--- src/cmm_pkg.sv ---
`timescale 1ns / 1ps
// ----------------------------------------------------------------------------
// cmm_pkg
// Shared types and constants for the complex matrix multiply unit.
// ----------------------------------------------------------------------------
package cmm_pkg;

  // entry, product and result widths, fixed by the Q4.12 / Q8.24 / Q12.24 formats
  localparam int DATA_W    = 16;
  localparam int ENTRY_W   = 2 * DATA_W;
  localparam int PROD_W    = 2 * DATA_W;
  localparam int ACC_W     = 2 * DATA_W + 4;
  localparam int IDX_W     = 3;
  localparam int DIM_W     = 4;
  localparam int CFG_IDX_W = 2;

  // request codes
  localparam logic [1:0] REQ_WR_LEFT  = 2'd0;
  localparam logic [1:0] REQ_WR_RIGHT = 2'd1;
  localparam logic [1:0] REQ_COMPUTE  = 2'd2;

  // configuration register indexes
  localparam logic [CFG_IDX_W-1:0] CFG_A_ROWS    = 2'd0;
  localparam logic [CFG_IDX_W-1:0] CFG_INNER_LEN = 2'd1;
  localparam logic [CFG_IDX_W-1:0] CFG_B_COLS    = 2'd2;

  localparam logic [DIM_W-1:0] DIM_RESET = 4'd8;

  typedef struct packed {
    logic [1:0]              req_type;
    logic [IDX_W-1:0]        row_index;
    logic [IDX_W-1:0]        col_index;
    logic signed [DATA_W-1:0] real_part;
    logic signed [DATA_W-1:0] imag_part;
  } in_word_t;

  typedef struct packed {
    logic [IDX_W-1:0]        out_row;
    logic [IDX_W-1:0]        out_col;
    logic signed [ACC_W-1:0] out_real;
    logic signed [ACC_W-1:0] out_imag;
    logic                    last;
  } out_word_t;

  typedef struct packed {
    logic [CFG_IDX_W-1:0] index;
    logic [DIM_W-1:0]     data;
  } cfg_word_t;

  typedef enum logic [1:0] {
    ST_IDLE,
    ST_ISSUE,
    ST_FINISH
  } state_t;

  // controller to datapath
  typedef struct packed {
    logic             rd_en;
    logic             first;
    logic             last_term;
    logic [IDX_W-1:0] i;
    logic [IDX_W-1:0] j;
    logic [IDX_W-1:0] k;
    logic             load;
    logic             load_last;
  } ctrl_cmd_t;

  // datapath to controller
  typedef struct packed {
    logic acc_done;
    logic out_free;
  } ctrl_sts_t;

endpackage

--- src/cmm_ctrl.sv ---
`timescale 1ns / 1ps
// ----------------------------------------------------------------------------
// cmm_ctrl
// Dimension registers and the sequencer that walks rows, columns and terms.
// ----------------------------------------------------------------------------
module cmm_ctrl #(
  parameter int MAX_DIM = 8
) (
  input  logic                clk,
  input  logic                rst,
  input  logic                cfg_we,
  input  cmm_pkg::cfg_word_t  cfg_word,
  input  logic                start,
  input  cmm_pkg::ctrl_sts_t  sts,
  output cmm_pkg::ctrl_cmd_t  cmd,
  output logic                in_ready
);

  localparam logic [cmm_pkg::DIM_W-1:0] MAX_DIM_V = cmm_pkg::DIM_W'(MAX_DIM);

  cmm_pkg::state_t state, state_next;

  logic [cmm_pkg::DIM_W-1:0] a_rows, inner_len, b_cols;
  logic [cmm_pkg::IDX_W-1:0] i, i_next, j, j_next, k, k_next;
  logic [cmm_pkg::DIM_W-1:0] nr, nk, nc;
  logic [cmm_pkg::IDX_W-1:0] nr_m1, nk_m1, nc_m1;

  function automatic logic [cmm_pkg::DIM_W-1:0] clamp_dim(
    input logic [cmm_pkg::DIM_W-1:0] v
  );
    logic [cmm_pkg::DIM_W-1:0] r;
    if (v == '0) begin
      r = cmm_pkg::DIM_W'(1);
    end else if (v > MAX_DIM_V) begin
      r = MAX_DIM_V;
    end else begin
      r = v;
    end
    return r;
  endfunction

  always_ff @(posedge clk) begin
    if (rst) begin
      a_rows    <= cmm_pkg::DIM_RESET;
      inner_len <= cmm_pkg::DIM_RESET;
      b_cols    <= cmm_pkg::DIM_RESET;
    end else if (cfg_we) begin
      case (cfg_word.index)
        cmm_pkg::CFG_A_ROWS:    a_rows    <= cfg_word.data;
        cmm_pkg::CFG_INNER_LEN: inner_len <= cfg_word.data;
        cmm_pkg::CFG_B_COLS:    b_cols    <= cfg_word.data;
        default: ;
      endcase
    end
  end

  assign nr    = clamp_dim(a_rows);
  assign nk    = clamp_dim(inner_len);
  assign nc    = clamp_dim(b_cols);
  assign nr_m1 = cmm_pkg::IDX_W'(nr - cmm_pkg::DIM_W'(1));
  assign nk_m1 = cmm_pkg::IDX_W'(nk - cmm_pkg::DIM_W'(1));
  assign nc_m1 = cmm_pkg::IDX_W'(nc - cmm_pkg::DIM_W'(1));

  always_ff @(posedge clk) begin
    if (rst) begin
      state <= cmm_pkg::ST_IDLE;
      i     <= '0;
      j     <= '0;
      k     <= '0;
    end else begin
      state <= state_next;
      i     <= i_next;
      j     <= j_next;
      k     <= k_next;
    end
  end

  always_comb begin
    state_next = state;
    i_next     = i;
    j_next     = j;
    k_next     = k;
    in_ready   = 1'b0;
    cmd        = '0;
    cmd.i      = i;
    cmd.j      = j;
    cmd.k      = k;
    case (state)
      cmm_pkg::ST_IDLE: begin
        in_ready = 1'b1;
        if (start) begin
          i_next     = '0;
          j_next     = '0;
          k_next     = '0;
          state_next = cmm_pkg::ST_ISSUE;
        end
      end
      cmm_pkg::ST_ISSUE: begin
        cmd.rd_en     = 1'b1;
        cmd.first     = (k == '0);
        cmd.last_term = (k == nk_m1);
        if (k == nk_m1) begin
          k_next     = '0;
          state_next = cmm_pkg::ST_FINISH;
        end else begin
          k_next = k + cmm_pkg::IDX_W'(1);
        end
      end
      cmm_pkg::ST_FINISH: begin
        // wait for the last term to leave the accumulator and a free output slot
        if (sts.acc_done && sts.out_free) begin
          cmd.load      = 1'b1;
          cmd.load_last = (i == nr_m1) && (j == nc_m1);
          if ((i == nr_m1) && (j == nc_m1)) begin
            state_next = cmm_pkg::ST_IDLE;
          end else begin
            if (j == nc_m1) begin
              j_next = '0;
              i_next = i + cmm_pkg::IDX_W'(1);
            end else begin
              j_next = j + cmm_pkg::IDX_W'(1);
            end
            state_next = cmm_pkg::ST_ISSUE;
          end
        end
      end
      default: begin
        state_next = cmm_pkg::ST_IDLE;
      end
    endcase
  end

endmodule

--- config.mk ---
export PLATFORM = sky130hd
export DESIGN_NAME = cmm_ctrl
export DESIGN_NICKNAME = d
export VERILOG_FILES = /design/src/cmm_pkg.sv /design/src/cmm_ctrl.sv
export SDC_FILE = /design/constraint.sdc
export NUM_CORES = 1
export LEC_CHECK = 0
export BUFFER_PORTS_ARGS = -buffer_cell sky130_fd_sc_hd__buf_2
export CAP_MARGIN = 20
export CORE_ASPECT_RATIO = 1.1
export CORE_MARGIN = 5
export CORE_UTILIZATION = 47
export CTS_CLUSTER_SIZE = 20
export DETAILED_ROUTE_END_ITERATION = 10
export PLACE_DENSITY = 0.73
export SLEW_MARGIN = 20
export SYNTH_ARGS = -nofsm -noshare
export SYNTH_HDL_FRONTEND = slang
export SYNTH_SLANG_ARGS = --single-unit
--- constraint.sdc ---
create_clock -name clk -period 3.6 [get_ports clk]
set_input_delay 0.18 -clock clk [delete_from_list [all_inputs] [get_ports clk]]
set_output_delay 0.18 -clock clk [all_outputs]
set_load 0.01 [all_outputs]
After elaboration in Yosys (flattened, before gate mapping)
Cells that the tools add are included.
Operators by class
  multiplexer cells: 26
  equal/unequal tests: 12
  magnitude comparators: 3
  reductions and logical operators: 17
  add/sub/neg operators: 6
Operators with widths (count)
  $mux W3: 15
  $pmux W3 S2: 3
  $gt A4 B4 Y1 const B: 3
  $logic_not A4 Y1: 3
  $mux W2: 5
  $ne A2 B2 Y1 const B: 5
  $add A3 B1 Y3 const B: 3
  $eq A3 B3 Y1: 3
  $sub A3 B1 Y3 const B: 3
  $reduce_and A2 Y1: 4
  $pmux W2 S3: 1
  $reduce_and A5 Y1: 1
  $eq A2 B1 Y1 const B: 2
  $eq A2 B2 Y1 const B: 2
  $logic_not A2 Y1: 2
  $reduce_and A4 Y1: 1
  $reduce_bool A2 Y1: 2
  $logic_not A3 Y1: 1
  $reduce_and A3 Y1: 1
  $logic_and A1 B1 Y1: 2
  $mux W1: 2
Word-level totals
  word-level logic and storage cells: 71
  input bits: 12
  flip-flop bits (word level): 23

Depth between registers and ports, before layout
Gate-level depths: netlist (run 1).
  depth in word-level cells: 9
  mapped depth: 8
  mapped depth without buffers: 8

Least setup slack after synthesis (run 1)
OpenSTA, ideal clock, no wires.
  path type: reg2reg
  start: register b_cols[1] (netlist name)
  end: register i[2] (netlist name)
  library setup time: 63 ps
  slack: 1474 ps
  required time: 3537 ps
  stages on the path, launching flop included: 8
  arrival time: 2063 ps
  clock period less this slack: 2126 ps
  cells stage by stage: dfxtp_1 o21ba_1 or2_2 ha_1 xnor2_1 a211o_1 or4_1 nand3_1
Between the ends
  word-level cells in the longest chain between the ends: 8
Ends and longest elaborated chain
  from (decl): line cmm_ctrl.sv:23  | logic [cmm_pkg::DIM_W-1:0] a_rows, inner_len, b_cols;
  from (signal assigned): line cmm_ctrl.sv:46  | b_cols <= cmm_pkg::DIM_RESET;
  from (signal assigned): line cmm_ctrl.sv:51  | cmm_pkg::CFG_B_COLS: b_cols <= cfg_word.data;
  $gt A4 B4 Y1: line cmm_ctrl.sv:34  | end else if (v > MAX_DIM_V) begin
  $mux W3: line cmm_ctrl.sv:34
  $mux W3 (*): line cmm_ctrl.sv:32  | if (v == '0) begin
  $sub A3 B1 Y3 (*): line cmm_ctrl.sv:62  | assign nc_m1 = cmm_pkg::IDX_W'(nc - cmm_pkg::DIM_W'(1));
  $eq A3 B3 Y1 (*): line cmm_ctrl.sv:114, cmm_ctrl.sv:117
  $logic_and A1 B1 Y1: line cmm_ctrl.sv:114  | if ((i == nr_m1) && (j == nc_m1)) begin
  $ne A2 B2 Y1 (no line)
  $reduce_and A5 Y1 (no line) (*)
  to (signal assigned): line cmm_ctrl.sv:72  | i <= i_next;
  to (decl): line cmm_ctrl.sv:24  | logic [cmm_pkg::IDX_W-1:0] i, i_next, j, j_next, k, k_next;
Mark *: on every way between the ends. The rest lies on a longest branch, timed or not.
A chain may end at the register's enable or synchronous reset.

==> metrics.csv, run 1 <==
stage,metric,value,unit
cts,number of CTS-inserted buffers,3,
yosys,syn nets,171,
cts,CTS H-tree depth,1,
global_route,gr usage total,14.7,%
cts,Clock Path Buffers,2,
yosys,Seq cells post-synth,23,
floorplan,Starting Density,48.4,%
finish,diode count,0,
yosys,ys async rst share,0,%
pwr,clock network power share,26.4,%
setup_path,Setup crit end kind,output pin,
sta,final setup skew,0.00225,ns
global_route,number of global-route vias before repair,1042,
detailed_routing,vias,1138,
cts,Skew-Pair Late Insertion Delay,0.31,ns
finish,Area Overhead vs Synth,13.5,%
sta,final hold slack,0.0972,ns
setup_path,worst-path cell chain,"o21ba_1, or2_2, ha_1, xnor2_1, a211o_1, nand2b_1, nor2_1, buf_2",
detailed_routing,DRC violations left,0,
placement,Cells after DPL,207,
cts,clk slew on worst S/H paths,0.13,ns
outcome,status,completed,
yosys,"Distinct cells, synth",36,
setup_path,R2R Setup Slk,1.32,ns
worst_hold_path,min-delay worst type,primary input to flop,
pwr,Cell Int Power,0.000335,W
yosys,"top cells by area, synth","dfxtp_1, mux2i_1, ha_1",
setup_path,kind of critical path,flop to output pin,
setup_path,Critical-path top delay cell,a211o_1,
global_route,Overflow after GRT,0,
pwr,Sw Ratio,26.7,%
yosys,largest area contributor in the netlist,dfxtp_1,
global_route,largest net degree at the start of global routing,22,
cts,CTS sink cnt,23,
placement,Port Buf Inserts,26,
yosys,Post-Syn Area per Cell,8.76,um^2
yosys,Synth top area share,34.6,%
detailed_routing,drt total wl,2.62,mm
yosys,Most used DFF post-synth,dfxtp_1,
sta,post-layout min period,2.60,ns
pwr,Peak VDD IR,0.000251,V
cts,post-CTS sizing,0,
detailed_routing,routed len/inst,12.4,um
sta,Least-Margin Pin Slew,0.797,ns
sta,final setup TNS,0,ns
cts,Setup Buffers After CTS,0,
job,Max Cap Violations,0,
detailed_routing,antenna-violating nets left,0,
cts,Clock Root Buffer,clkbuf_4,
pwr,Logic pwr share,14.5,%
floorplan,core region area,0.00275,mm^2
yosys,post-synthesis sequential area ratio,34.6,%
finish,"Cell Count, Final, Fillers Out",211,
cts,CTS tree,built,
setup_path,"slowest stage delay, CP",0.36,ns
pwr,Reg power frac,59.1,%
yosys,YS warnings,0,
setup_path,Worst EP required,3.42,ns
detailed_routing,vias per cell,5.39,
global_route,first-pass GRT wire length,4.62,mm
cts,CTS Hold Buffers Added,0,
yosys,mapped cell area,0.00133,mm^2
global_route,initial antenna violation count,0,
finish,# fillers,261,
pwr,P per Cell Area,303,mW/mm^2
floorplan,die width,60.7,um
yosys,Synth Instances,152,
placement,gpl congestion,0.832,
floorplan,FP Rows,20,
detailed_routing,1st-pass router iterations,4,
setup_path,WP data arrival,2.42,ns
sta,Slew HR,46.7,%
finish,nets@finish,198,
pwr,P_sw,0.000122,W
floorplan,die height,65.8,um
setup_path,crit path max fanout,7,
sta,RSZ-0062 raised after global routing,false,
sta,Final Hold Violating Endpoints,0,
detailed_routing,DR iter-0 viols,55,
sta,# setup viols final,0,
finish,layout cells sized above 1,21.9,%
setup_path,Worst setup SP type,flop,
floorplan,Die Area,0.00400,mm^2
pwr,P_leak,0.660,nW
sta,period utilisation layout,72.2,%
yosys,Post-synth EDFFs,0,
placement,hpwl dp,2.05,mm
sta,Slew Limit Fails,0,
floorplan,number of top-level pins,27,
sta,f_max,385,MHz
logic make-up after synthesis:
| logic type | after synthesis | share of synthesized area, % |
|---|---|---|
| compound gates | 27 | 14.8 |
| xor+xnor | 9 | 5.92 |
| simple gates | 63 | 25.7 |
| flops | 23 | 34.6 |
| buf+inv | 11 | 3.38 |
| mux | 12 | 9.02 |
| fa+ha+maj | 7 | 6.58 |
cell type report:
| class | instances | area, um^2 | area share (%) |
|---|---|---|---|
| clock buffer | 3 | 22.5 | 1.49 |
| sequential | 23 | 460 | 30.5 |
| clock inverter | 1 | 5.00 | 0.331 |
| timing repair buffer | 26 | 130 | 8.61 |
| tap | 33 | 41.3 | 2.73 |
| inverter | 7 | 26.3 | 1.74 |
| multi-input combinational | 118 | 826 | 54.6 |
power by group through the flow:
stage          registers [W]  logic (W)  clock network (W)
3_3_place_gp        0.000276  0.0000638                  0
5_1_grt             0.000273  0.0000744           0.000136
6_report            0.000271  0.0000662           0.000121
3_5_place_dp        0.000276  0.0000665                  0
2_1_floorplan       0.000275  0.0000472                  0
4_1_cts             0.000271  0.0000669           0.000125
metrics by stage:
stage               util [%]  setup slack (ns)  power, W  area (um^2)
floorplan                  -              1.47  0.000322         1330
global placement        53.9              1.39  0.000340         1480
detailed placement      53.9              1.34  0.000343         1480
finish                  54.9              1.00  0.000457         1510
CTS                     54.9             0.979  0.000462         1510
global route            54.9             0.788  0.000483         1510
path summary, 6_finish.rpt:
check,from,to,cells after the start
worst max-delay path,b_cols[1],cmd[0],8
worst min-delay path,cfg_word[3],a_rows[3],2
worst max register to register,b_cols[1],i[2],7
worst min register to register,a_rows[0],a_rows[0],2
cells in the mapped netlist (all sizes together), types with 3 or more instances:
cell and instances:
a211o 5, ha 7, nor2b 4, nand2b 4, nor3b 3, inv 7
nand2 9, or2 5, mux2i 12, o21ba 3, or3 4, o21ai 7
xnor2 9, clkbuf 3, dfxtp 23, nand3b 3, nor2 20
critical path, delay by kind of cell (launching register included):
family / cells / cell delay (ns)
buffers and inverters: 1 / 0.14
and+or+nand+nor: 3 / 0.62
xor gates and xnor gates: 1 / 0.13
DFF: 1 / 0.34
adders and majority gates: 1 / 0.31
AOI/OAI and AO/OA: 2 / 0.56
state kept, by name, summed over array words and instances, names as in the netlist:
| name | count |
|---|---|
| i | 3 |
| k | 3 |
| a_rows | 4 |
| inner_len | 4 |
| b_cols | 4 |
| state | 2 |
| j | 3 |
metal layers:
metal / global-route usage, % / vias up / wire (um)
li1: - / 589 / -
met2: 23.7 / 15 / 1270
met1: 19.8 / 530 / 1230
met3: 3.13 / 4 / 95
met5: 0 / - / 0
met4: 3.25 / 0 / 27
placed cells by master (no fill, tap or decap):
master     netlist  final
a2bb2oi_1        1      1
a32oi_1          2      2
or3_4            1      1
dfxtp_1         23     23
clkbuf_4         0      3
a31oi_1          2      2
nor3b_1          3      3
o311ai_0         1      1
or3b_2           1      1
a211o_1          5      5
buf_2            0     26
nor4_1           1      1
a21oi_1          2      2
a211oi_1         2      2
o21ai_0          7      7
a21boi_0         1      1
o2bb2ai_1        1      1
o21ba_1          1      1
nor2b_1          4      4
nand4_1          1      1
or3_1            3      3
or2b_1           1      1
nand3_1          2      2
or2_2            5      5
inv_1            7      7
o21ba_2          2      2
and3_1           2      2
nand3b_1         3      3
ha_1             7      7
clkinv_2         0      1
nand2_1          9      9
mux2i_1         12     12
xnor2_1          9      9
nand4b_1         2      2
nor2_1          20     20
or4_1            1      1
nand2b_1         4      4
No activity file was read; power rests on OpenSTA's default activity.
==> inputs of run 2 (changes only) <==
==> constraint.sdc (replaced) <==
create_clock -name clk -period 2.6 [get_ports clk]
set_input_delay 0.13 -clock clk [delete_from_list [all_inputs] [get_ports clk]]
set_output_delay 0.13 -clock clk [all_outputs]
set_load 0.01 [all_outputs]
==> run 2 against run 1 <==
Flip-flop and latch count did not move. Total power is 38% higher. Register-to-register slack got worse by 1.1 ns. Worst hold slack got worse by 0.046 ns. Critical path type unchanged. Critical endpoint unchanged.
==> metrics.csv, run 2 (synthesis gave the netlist of run 1 again) <==
stage,metric,value,unit,change
setup_path,worst-path cell chain,"o21ba_2, or2_2, ha_1, xnor2_1, xnor2_1, a211oi_2, nand2b_4, nor2_2, buf_2",,
sta,final setup TNS,0,ns,unchanged
floorplan,FP Rows,20,,unchanged
detailed_routing,DRC violations left,0,,unchanged
floorplan,Die Area,0.00400,mm^2,unchanged
floorplan,die width,60.7,um,unchanged
placement,Port Buf Inserts,26,,unchanged
cts,CTS tree,built,,
pwr,P_leak,0.695,nW,+5.3%
global_route,number of global-route vias before repair,1106,,+6.1%
cts,Clock Root Buffer,clkbuf_4,,
sta,post-layout min period,2.49,ns,
worst_hold_path,HP Start,cfg_word[3],,
sta,Slew Limit Fails,0,,unchanged
detailed_routing,vias,1182,,+3.9%
setup_path,kind of critical path,flop to output pin,,
setup_path,cell mode on critical path,xnor2_1,,
worst_hold_path,worst hold path endpoint,a_rows[3],,
setup_path,FF-to-FF Start,b_cols[1],,
setup_path,R2R depth,9,,+2
pwr,Reg power frac,59.4,%,+0.3 points
finish,nets@finish,202,,+2.0%
worst_hold_path,min-delay worst type,primary input to flop,,
finish,layout cells sized above 1,28.0,%,+6.1 points
pwr,P_sw,0.000167,W,+36%
sta,final setup skew,0.00246,ns,+0.000210 ns
floorplan,number of top-level pins,27,,unchanged
worst_hold_path,WHS Path Cells,2,,unchanged
floorplan,core region area,0.00275,mm^2,unchanged
finish,final cell utilization of the core,57.0,%,+2.1 points
global_route,gr usage total,15.2,%,+0.52 points
setup_path,WP data arrival,2.36,ns,-0.06 ns
finish,diode count,0,,unchanged
setup_path,Setup crit end kind,output pin,,
detailed_routing,antenna-violating nets left,0,,unchanged
finish,Area Overhead vs Synth,18.0,%,
sta,f_max,401,MHz,
pwr,P per Cell Area,402,mW/mm^2,+33%
detailed_routing,vias per cell,5.50,,+1.9%
sta,period utilisation layout,95.9,%,
pwr,clock network power share,25.8,%,-0.6 points
sta,setup ws final,0.107,ns,-0.894 ns
setup_path,R2R Setup Slk,0.18,ns,-1.14 ns
pwr,Peak VDD IR,0.000224,V,-11%
finish,"Cell Count, Final, Fillers Out",215,,+1.9%
cts,Skew-Pair Late Insertion Delay,0.30,ns,about the same
floorplan,Starting Density,48.4,%,unchanged
pwr,Cell Int Power,0.000465,W,+39%
sta,# setup viols final,0,,unchanged
pwr,Logic pwr share,14.8,%,+0.3 points
setup_path,"slowest stage delay, CP",0.40,ns,+0.04 ns
finish,"commonest non-fill, non-tap cell in the layout",buf_2,,
setup_path,crit path max fanout,4,,-3
finish,biggest regs,"a_rows: 4 flops, b_cols: 4 flops, inner_len: 4 flops",,
placement,hpwl dp,2.11,mm,+3.2%
cts,clk slew on worst S/H paths,0.12,ns,about the same
cts,number of CTS-inserted buffers,3,,unchanged
placement,Cells after DPL,207,,unchanged
global_route,first-pass GRT wire length,4.73,mm,+2.2%
setup_path,Critical-path top delay cell,a211oi_2,,
detailed_routing,1st-pass router iterations,4,,unchanged
cts,CTS H-tree depth,1,,unchanged
finish,"commonest non-fill, non-tap cells in the layout","buf_2, dfxtp_1, nor2_1, mux2i_1, nand2_1",,
placement,Setup WS pre-CTS,0.345,ns,-0.995 ns
setup_path,Worst EP required,2.47,ns,-0.95 ns
global_route,largest net degree at the start of global routing,22,,unchanged
detailed_routing,DR iter-0 viols,24,,-56%
cts,Clock Path Buffers,2,,unchanged
sta,Final Hold Violating Endpoints,0,,unchanged
placement,gpl congestion,0.772,,-7.2%
global_route,initial antenna violation count,0,,unchanged
sta,Slew HR,42.2,%,-4.5 points
setup_path,Worst setup SP type,flop,,
outcome,status,completed,,
floorplan,die height,65.8,um,unchanged
detailed_routing,drt total wl,2.77,mm,+5.8%
job,Max Cap Violations,0,,unchanged
setup_path,Worst R2R End,i[1],,
sta,Least-Margin Pin Slew,0.865,ns,+0.0673 ns
cts,CTS sink cnt,23,,unchanged
finish,# fillers,265,,+1.5%
global_route,Overflow after GRT,0,,unchanged
detailed_routing,routed len/inst,12.9,um,+3.9%
pwr,Sw Ratio,26.4,%,-0.34 points
cts,CTS Hold Buffers Added,0,,unchanged
run 2: how the worst max path moves through the flow:
stage	from	endpoint	slack (ns)	cells past startpoint
6_report	a_rows[1]	cmd[0]	0.11	9
5_1_grt	a_rows[1]	cmd[0]	-0.01	9
4_1_cts	a_rows[1]	cmd[0]	0.01	9
3_5_place_dp	b_cols[1]	i[1]	0.35	8
3_3_place_gp	b_cols[1]	i[2]	0.41	7
2_1_floorplan	b_cols[1]	i[2]	0.47	7
run 2: per-layer routing:
| metal | up-vias | part of all wire (%) | track usage, % |
|---|---|---|---|
| li1 | 601 | - | - |
| met1 | 558 | 44 | 17.9 |
| met2 | 21 | 51 | 26.5 |
| met3 | 2 | 4.1 | 3.32 |
| met4 | 0 | 0.76 | 5.15 |
| met5 | - | 0 | 0 |
run 2: critical path: cells and delay by family (launching register included):
family                     cells  cell delay, ns
adders and majority gates      1            0.21
xor gates and xnor gates       2            0.29
AOI/OAI and AO/OA              2            0.62
and+or+nand+nor                3            0.46
buffers and inverters          1            0.14
DFF                            1            0.35
run 2: layout make-up:
class / instances / area, um^2 / area share [%]
multi-input cells: 118 / 851 / 54.2
flip-flops and latches: 23 / 464 / 29.6
repair buffers: 30 / 160 / 10.2
well taps: 33 / 41.3 / 2.63
inverters: 7 / 26.3 / 1.67
clock buffers: 3 / 22.5 / 1.43
clock inverters: 1 / 5.00 / 0.319
run 2: per-stage QoR:
stage | total power, W | hold WS (ns) | instance area, um^2
2_1_floorplan | 0.000446 | 0.248 | 1330
3_3_place_gp | 0.000470 | 0.361 | 1480
3_5_place_dp | 0.000475 | 0.368 | 1480
4_1_cts | 0.000635 | 0.0437 | 1510
5_1_grt | 0.000671 | 0.0568 | 1570
6_report | 0.000632 | 0.0515 | 1570
run 2: timing repair:
action                                  CTS  global route
gates resized for setup                   0             8
endpoints found under the hold margin     0             0
endpoints found under the setup margin    0             1
setup buffers                             0             4
run 2: power by group through the flow:
stage,logic [W],registers [W],clock network [W]
floorplan,0.0000653,0.000381,0
global placement,0.0000882,0.000382,0
detailed placement,0.0000914,0.000383,0
CTS,0.0000919,0.000375,0.000168
global route,0.000106,0.000378,0.000187
finish,0.0000934,0.000375,0.000163
==> inputs of run 3 (changes only) <==
==> constraint.sdc (replaced) <==
create_clock -name clk -period 2.65 [get_ports clk]
set_input_delay 0.1325 -clock clk [delete_from_list [all_inputs] [get_ports clk]]
set_output_delay 0.1325 -clock clk [all_outputs]
set_load 0.01 [all_outputs]
==> run 3 against run 2 <==
Non-clock buffer count shrank 4. Count of clock-buffer cells in the layout grew 1. Sequential power shrank 2%. Largest cell class unchanged. Worst hold slack lost 0.0055 ns. Die area is the same. Critical path depth shrank 1. Critical endpoint unchanged. Via count shrank 4.1%. Flip-flop and latch count is the same.
==> metrics.csv, run 3 (synthesis gave the netlist of run 1 again) <==
stage,metric,value,unit,change
cts,Clock Path Buffers,2,,unchanged
setup_path,crit path max fanout,7,,+3
detailed_routing,routed len/inst,12.9,um,about the same
sta,Least-Margin Pin Slew,0.826,ns,-0.0382 ns
sta,Final Hold Violating Endpoints,0,,unchanged
finish,nets@finish,198,,-2.0%
cts,CTS sink cnt,23,,unchanged
setup_path,Setup crit end kind,output pin,,
sta,RSZ-0062 raised after global routing,false,,
pwr,P_leak,0.667,nW,-4.0%
job,Max Cap Violations,0,,unchanged
cts,CTS tree,built,,
floorplan,Die Area,0.00400,mm^2,unchanged
placement,Setup WS pre-CTS,0.392,ns,+0.0466 ns
finish,# fillers,265,,unchanged
finish,biggest regs,"a_rows: 4 flops, b_cols: 4 flops, inner_len: 4 flops",,
sta,final setup TNS,0,ns,unchanged
detailed_routing,vias per cell,5.37,,-2.2%
worst_hold_path,min-delay worst type,primary input to flop,,
floorplan,die height,65.8,um,unchanged
global_route,gr usage total,14.6,%,-0.58 points
placement,Port Buf Inserts,26,,unchanged
cts,Clock Root Buffer,clkbuf_4,,
sta,setup ws final,0.179,ns,+0.0716 ns
finish,post-route cell area,0.00152,mm^2,-3.0%
sta,period utilisation layout,93.2,%,
sta,Slew Limit Fails,0,,unchanged
placement,Placed Area,0.00148,mm^2,unchanged
floorplan,die width,60.7,um,unchanged
setup_path,R2R Setup Slk,0.37,ns,+0.19 ns
detailed_routing,1st-pass router iterations,4,,unchanged
setup_path,R2R depth,7,,-2
global_route,number of global-route vias before repair,1077,,-2.6%
floorplan,Starting Density,48.4,%,unchanged
detailed_routing,DRC violations left,0,,unchanged
detailed_routing,DR iter-0 viols,72,,+200%
detailed_routing,vias,1134,,-4.1%
finish,"commonest non-fill, non-tap cell in the layout",buf_2,,
placement,hpwl dp,2.10,mm,-0.37%
sta,post-layout min period,2.47,ns,
cts,CTS H-tree depth,1,,unchanged
finish,diode count,0,,unchanged
detailed_routing,drt total wl,2.72,mm,-1.9%
global_route,initial antenna violation count,0,,unchanged
cts,number of CTS-inserted buffers,3,,unchanged
floorplan,FP Rows,20,,unchanged
pwr,P per Cell Area,407,mW/mm^2,+1.2%
pwr,Peak VDD IR,0.000350,V,+56%
cts,clk slew on worst S/H paths,0.12,ns,about the same
setup_path,kind of critical path,flop to output pin,,
placement,gpl congestion,0.770,,-0.25%
setup_path,Worst setup SP type,flop,,
setup_path,crit path to,cmd[0],,
floorplan,core region area,0.00275,mm^2,unchanged
global_route,Overflow after GRT,0,,unchanged
finish,"commonest non-fill, non-tap cells in the layout","buf_2, dfxtp_1, nor2_1, mux2i_1",,
global_route,largest net degree at the start of global routing,22,,unchanged
outcome,status,completed,,
sta,f_max,405,MHz,
setup_path,Worst setup startpoint,b_cols[1],,
finish,layout cells sized above 1,22.5,%,-5.6 points
cts,Skew-Pair Late Insertion Delay,0.30,ns,about the same
setup_path,Worst R2R End,i[2],,
finish,Area Overhead vs Synth,14.4,%,
sta,final setup skew,0.00107,ns,-0.00139 ns
sta,Slew HR,44.8,%,+2.6 points
detailed_routing,antenna-violating nets left,0,,unchanged
setup_path,WP data arrival,2.34,ns,-0.02 ns
setup_path,Worst EP required,2.52,ns,+0.05 ns
setup_path,FF-to-FF Start,b_cols[1],,
sta,# setup viols final,0,,unchanged
floorplan,number of top-level pins,27,,unchanged
global_route,first-pass GRT wire length,4.62,mm,-2.2%
run 3: cell types whose count changed in the layout (fill, tap and decap cells not counted), sizes merged:
cell	previous run	this run
clkbuf	3	4
buf	30	26
clkinv	1	0
run 3: per-layer routing:
| metal | part of all wire, % | track usage [%] | vias up | wire [um] |
|---|---|---|---|---|
| li1 | - | - | 588 | - |
| met1 | 47 | 18.6 | 525 | 1270 |
| met2 | 49 | 25.3 | 17 | 1330 |
| met3 | 3.4 | 2.34 | 4 | 92 |
| met4 | 0.85 | 3.25 | 0 | 23 |
| met5 | 0 | 0 | - | 0 |
run 3: worst max-delay path: stages (launching register included):
cell      delay, ns
dfxtp_1        0.34
o21ba_1        0.20
or2_2          0.28
ha_1           0.31
xnor2_1        0.13
a211o_1        0.36
nand2b_4       0.19
nor2_1         0.09
buf_2          0.14
run 3: area by class of cell:
type	instances	area, um^2	share of cell area, %
clock buffer	4	26.3	1.73
multi-input combinational	118	838	55.1
timing repair buffer	26	130	8.55
sequential	23	460	30.2
inverter	7	26.3	1.73
tap	33	41.3	2.71
run 3: worst min path at each step:
stage / from / endpoint / slack (ns) / cells after the start
global route: cfg_word[3] / a_rows[3] / 0.04 / 2
finish: cfg_word[3] / a_rows[3] / 0.05 / 2
global placement: cfg_word[3] / a_rows[3] / 0.36 / 2
CTS: cfg_word[3] / a_rows[3] / 0.04 / 2
floorplan: cfg_word[3] / a_rows[3] / 0.25 / 1
detailed placement: cfg_word[3] / a_rows[3] / 0.37 / 2
run 3: per-stage QoR:
stage,std cells,util [%],power (W),hold WS (ns)
2_1_floorplan,152,-,0.000438,0.250
4_1_cts,211,54.9,0.000625,0.0412
6_report,211,55.3,0.000620,0.0460
3_5_place_dp,207,53.9,0.000465,0.368
5_1_grt,211,55.3,0.000663,0.0366
3_3_place_gp,207,53.9,0.000461,0.363
run 3: what timing repair did:
item                                    4_1_cts  5_1_grt
endpoints found under the setup margin        0        1
gates resized for setup                       0        2
buffers inserted                              0        0
hold buffers                                  0        0
run 3: power breakdown:
part / internal [W] / switching [W] / leakage (nW)
sequential: 0.000357 / 0.0000113 / 0.187
combinational: 0.0000426 / 0.0000476 / 0.465
clock: 0.0000586 / 0.000103 / 0.0150
